==> config.mk <==
export PLATFORM = sky130hd
export DESIGN_NAME = chte_ctrl
export DESIGN_NICKNAME = d
export VERILOG_FILES = /design/src/hdl/chte_pkg.sv /design/src/hdl/chte_ctrl.sv
export SDC_FILE = /design/constraint.sdc
export NUM_CORES = 1
export LEC_CHECK = 0
export BUFFER_PORTS_ARGS = -buffer_cell sky130_fd_sc_hd__buf_2
export CAP_MARGIN = 20
export CORE_AREA = 5 5 42 44
export DETAILED_ROUTE_END_ITERATION = 10
export DIE_AREA = 0 0 47 49
export GPL_ROUTABILITY_DRIVEN = 0
export GPL_TIMING_DRIVEN = 0
export PLACE_DENSITY_LB_ADDON = 0.15
export SYNTH_ARGS = -nofsm -noshare
export SYNTH_HDL_FRONTEND = slang
export SYNTH_SLANG_ARGS = --single-unit
==> constraint.sdc <==
create_clock -name clk -period 1.65 [get_ports clk]
set_input_delay 0.165 -clock clk [delete_from_list [all_inputs] [get_ports clk]]
set_output_delay 0.165 -clock clk [all_outputs]
set_load 0.01 [all_outputs]
==> src/hdl/chte_pkg.sv <==
// chte_pkg: shared types and constants for the chained hash table engine
// no dependencies
package chte_pkg;

	localparam int ENTRIES_DEF   = 256;
	localparam int DATA_BITS_DEF = 64;
	localparam int NBUCKETS      = 256;
	localparam int BKT_W         = 8;
	localparam int CFG_W         = 9;
	localparam int KEY_W         = 64;

	localparam logic [1:0] ACT_ADD    = 2'd0;
	localparam logic [1:0] ACT_REMOVE = 2'd1;
	localparam logic [1:0] ACT_SEARCH = 2'd2;

	localparam logic [1:0] ST_MISS    = 2'd0;
	localparam logic [1:0] ST_OK      = 2'd1;
	localparam logic [1:0] ST_REPLACE = 2'd2;

	localparam logic CFG_BUCKETS = 1'b0;
	localparam logic CFG_DUPS    = 1'b1;

	typedef enum logic [3:0] {
		S_INIT, S_IDLE, S_MOD, S_HEAD, S_WALK, S_CMP, S_UPD1, S_UPD2, S_UPD3, S_OUT
	} state_t;

	// commands from controller to datapath
	typedef struct packed {
		logic load;      // capture request
		logic init_step; // clear one head / link one free entry
		logic mod_step;  // one bit of key modulo
		logic rd_head;   // read bucket head
		logic rd_entry;  // read entry at cur
		logic advance;   // prev <= cur, cur <= link
		logic upd1;
		logic upd2;
		logic set_result;
	} cmd_t;

	typedef struct packed {
		logic init_done;
		logic mod_done;
		logic cur_none;
		logic key_match;
		logic steps_done;
	} sts_t;

endpackage

==> src/hdl/chte_ctrl.sv <==
// chte_ctrl: sequencing state machine for the hash engine
// depends on chte_pkg
module chte_ctrl (
	input  logic               clk,
	input  logic               arst_n,
	input  logic               in_valid,
	output logic               in_stall,
	output logic               out_valid,
	input  logic               out_stall,
	output chte_pkg::cmd_t     cmd,
	input  chte_pkg::sts_t     sts
);

	chte_pkg::state_t state_q, state_d;

	always_ff @(posedge clk or negedge arst_n) begin
		if (!arst_n) begin
			state_q <= chte_pkg::S_INIT;
		end else begin
			state_q <= state_d;
		end
	end

	always_comb begin
		state_d = state_q;
		cmd = '0;
		in_stall = 1'b1;
		out_valid = 1'b0;
		case (state_q)
			chte_pkg::S_INIT: begin
				cmd.init_step = 1'b1;
				if (sts.init_done) state_d = chte_pkg::S_IDLE;
			end
			chte_pkg::S_IDLE: begin
				in_stall = 1'b0;
				if (in_valid) begin
					cmd.load = 1'b1;
					state_d = chte_pkg::S_MOD;
				end
			end
			chte_pkg::S_MOD: begin
				if (sts.mod_done) state_d = chte_pkg::S_HEAD;
				else cmd.mod_step = 1'b1;
			end
			chte_pkg::S_HEAD: begin
				cmd.rd_head = 1'b1;
				state_d = chte_pkg::S_WALK;
			end
			chte_pkg::S_WALK: begin
				if (sts.cur_none || sts.steps_done) begin
					state_d = chte_pkg::S_UPD1;
				end else begin
					cmd.rd_entry = 1'b1;
					state_d = chte_pkg::S_CMP;
				end
			end
			chte_pkg::S_CMP: begin
				if (sts.key_match) begin
					state_d = chte_pkg::S_UPD1;
				end else begin
					cmd.advance = 1'b1;
					state_d = chte_pkg::S_WALK;
				end
			end
			chte_pkg::S_UPD1: begin
				cmd.upd1 = 1'b1;
				state_d = chte_pkg::S_UPD2;
			end
			chte_pkg::S_UPD2: begin
				cmd.upd2 = 1'b1;
				state_d = chte_pkg::S_UPD3;
			end
			chte_pkg::S_UPD3: begin
				cmd.set_result = 1'b1;
				state_d = chte_pkg::S_OUT;
			end
			chte_pkg::S_OUT: begin
				out_valid = 1'b1;
				if (!out_stall) state_d = chte_pkg::S_IDLE;
			end
			default: state_d = chte_pkg::S_IDLE;
		endcase
	end

endmodule

==> metrics.md <==
| Metric | Value |
|---|---|
| Status | `completed` |
| Initial core utilization | `25.9%` |
| Placement Cell Area | `478 sq um` |
| Setup Total Neg Slack | `0 ps` |
| Max FFs per register | `4` |
| Initial antenna violation count | `0` |
| Sequential Area | `100 sq um` |
| Clock Path Buffers | `2` |
| Clock root buffer master | `clkbuf_4` |
| Worst Setup Start Kind | `register` |
| TritonCTS Buffers | `3` |
| Largest regs | `state_q (4)` |
| Largest family of logic cells by synthesized area | `simple AND/OR/NAND/NOR gates` |
| Wire length per cell | `11.6 microns` |
| Clk_lat worst skew | `230 ps` |
| Final worst-path cycle share | `98.1%` |
| Die Ht | `49 microns` |
| Footprint of the multi-input gates | `256 sq um` |
| Multiplexer share of the synthesized area | `2.76%` |
| Register area share after synthesis | `27.6%` |
| Measured slew at the worst slew-check pin | `318 ps` |
| WS Path Type | `reg2out` |
| Max FO, Critical Path | `5` |
| Most frequent cells in the layout | `buf_2 (20), nor2_1 (8), clkbuf_4 (4), dfrtp_1 (4), nand2b_1 (3)` |
| Commonest non-fill, non-tap cell in the layout | `buf_2` |
| Synth Register Bits | `4` |
| Post-Synth Simple-Gate Area | `43.8%` |
| Max-slew violations | `0` |
| Worst Hold Class | `in2reg` |
| Cell count after synthesis | `47` |
| Largest net degree at the start of global routing | `12` |
| Core area | `0.00140 sq mm` |
| Worst slew margin | `78.8%` |
| Unrepaired setup endpoints after global routing | `true` |
| FILL cells | `164` |
| Ys Warns | `0` |
| GRT overflow | `0` |
| Synth Area in Adders | `0%` |
| Data arrival, critical path | `1450 ps` |
| Post-route cell area | `536 sq um` |
| Min cycle time layout | `1620 ps` |
| VDD IR max | `0.000566 V` |
| CTS tree | `yes` |
| Number of I/O port buffers | `19` |
| CTS H-tree depth | `1` |
| Static leakage | `0.262 nW` |
| Initial drt markers | `11` |
| Total number of vias | `413` |
| Nets | `81` |
| CTS Sinks | `4` |
| Num ports | `20` |
| Finished Core Util | `38.2%` |
| Final setup violation count | `0` |
| First-pass GRT wire length | `1750 microns` |
| Num rows | `14` |
| Average vias per placed instance | `4.80` |
| Final HPWL DP | `772 microns` |
| Distinct cell type count after synthesis | `25` |
| Post-Syn Area per Cell | `7.72 sq um` |
| Synth Area in Compound Gates | `16.6%` |
| Synth Area in XOR/XNOR | `2.41%` |
| DRC | `0` |
| WL final | `997 microns` |
| Netlist Area Pre-Place | `363 sq um` |
| Net count after synthesis | `56` |
| Die width | `47 microns` |
| Kind of end point of the critical path | `output pin` |
| Pwr Total | `0.917 mW` |
| Post-DRT Antenna Nets | `0` |
| FMAX | `618 MHz` |
| Share of cells above drive strength 1 | `45.7%` |
| Antenna diodes | `0` |
| Vias in the first global route | `428` |
| Area grow syn2layout | `47.6%` |
| Die Area | `0.00230 sq mm` |
| Power Dens Cells | `1710 mW/mm^2` |
| Clock skew | `4.21 ps` |
| Count of final hold-check violations | `0` |
| Maxcap violations | `0` |
| Worst Path Required | `1480 ps` |
| DRT Pass-1 Iters | `4` |
| Largest Register | `state_q` |
| Tot GR Track Use | `10.5%` |
| Clk slew on worst S/H paths | `40 ps` |
-- cell usage after synthesis (all sizes together) --
cell type  instances  area share, %
nor2               8            8.3
a31o               1            2.4
buf                3            5.9
nor2b              2            3.4
a21boi             1            2.1
nor3               4            6.9
nand2              2            2.1
or3                1            1.7
o21ai              1            1.4
xor2               1            2.4
o22ai              2            3.4
nand2b             5             11
clkbuf             1            1.0
a211oi             1            2.1
mux2i              1            2.8
a21oi              2            2.8
dfrtp              4             28
nand3b             1            2.1
and3               1            1.7
a22o               1            2.4
nor4               2            3.4
or2                2            3.4
-- per-stage QoR --
| stage | hold slack (ps) | instances | setup slack (ps) |
|---|---|---|---|
| 2_1_floorplan | -131 | 47 | 273 |
| 3_5_place_dp | -24.1 | 82 | 211 |
| 6_report | 208 | 86 | 31.9 |
| 3_3_place_gp | -23.8 | 82 | 219 |
| 5_1_grt | 231 | 86 | -30.6 |
| 4_1_cts | 216 | 85 | 13.1 |
-- path summary, 6_finish.rpt --
check / cells past startpoint / slack [ps] / start / end
worst max-delay path: 5 / 30 / state_q[3]$_DFFE_PN0P_ / cmd[4]
worst max register to register: 4 / 260 / state_q[0]$_DFFE_PN0P_ / state_q[1]$_DFFE_PN0P_
worst min register to register: 2 / 510 / state_q[3]$_DFFE_PN0P_ / state_q[2]$_DFFE_PN0P_
min in group asynchronous: 2 / 260 / arst_n / state_q[3]$_DFFE_PN0P_
max in group asynchronous: 2 / 1260 / arst_n / state_q[1]$_DFFE_PN0P_
worst min-delay path: 3 / 210 / out_stall / state_q[3]$_DFFE_PN0P_
-- layer usage --
metal / wire length (microns) / track usage, %
met3: 66 / 4.80
met1: 450 / 12.1
met4: 0 / 4.15
met2: 480 / 16.3
met5: 0 / 0
-- worst max-delay path: stages (launching register included) --
cell      delay, ps
dfrtp_1         360
buf_6           120
nand2b_4        150
or3_4           340
nor3_2          100
buf_2           150
-- where the power goes --
group | switching (mW) | internal [mW]
sequential | 0.0457 | 0.142
combinational | 0.325 | 0.285
clock | 0.0386 | 0.0813
total | 0.409 | 0.508
-- area by class of cell --
cell class,count,share of cell area (%)
Sequential cell,4,18.7
Multi-Input combinational cell,39,47.9
Timing Repair Buffer,21,21.0
Buffer,3,4.44
Clock buffer,3,4.21
Tap cell,16,3.74
-- cells by family (layout without fill, tap and decap cells) --
logic type / after synthesis / in the layout
AOI/OAI and AO/OA: 9 / 9
xor gates and xnor gates: 1 / 1
DFF: 4 / 4
muxes: 1 / 1
buffers and inverters: 4 / 27
and+or+nand+nor: 28 / 28
-- what timing repair did --
action                                  4_1_cts  5_1_grt
hold buffers                                  1        0
gates resized for setup                       2        3
gates cloned                                  0        0
endpoints found under the hold margin         4        0
setup buffers                                 0        1
endpoints found under the setup margin        1        2
Note: power is estimated with default switching activity, not from simulation.
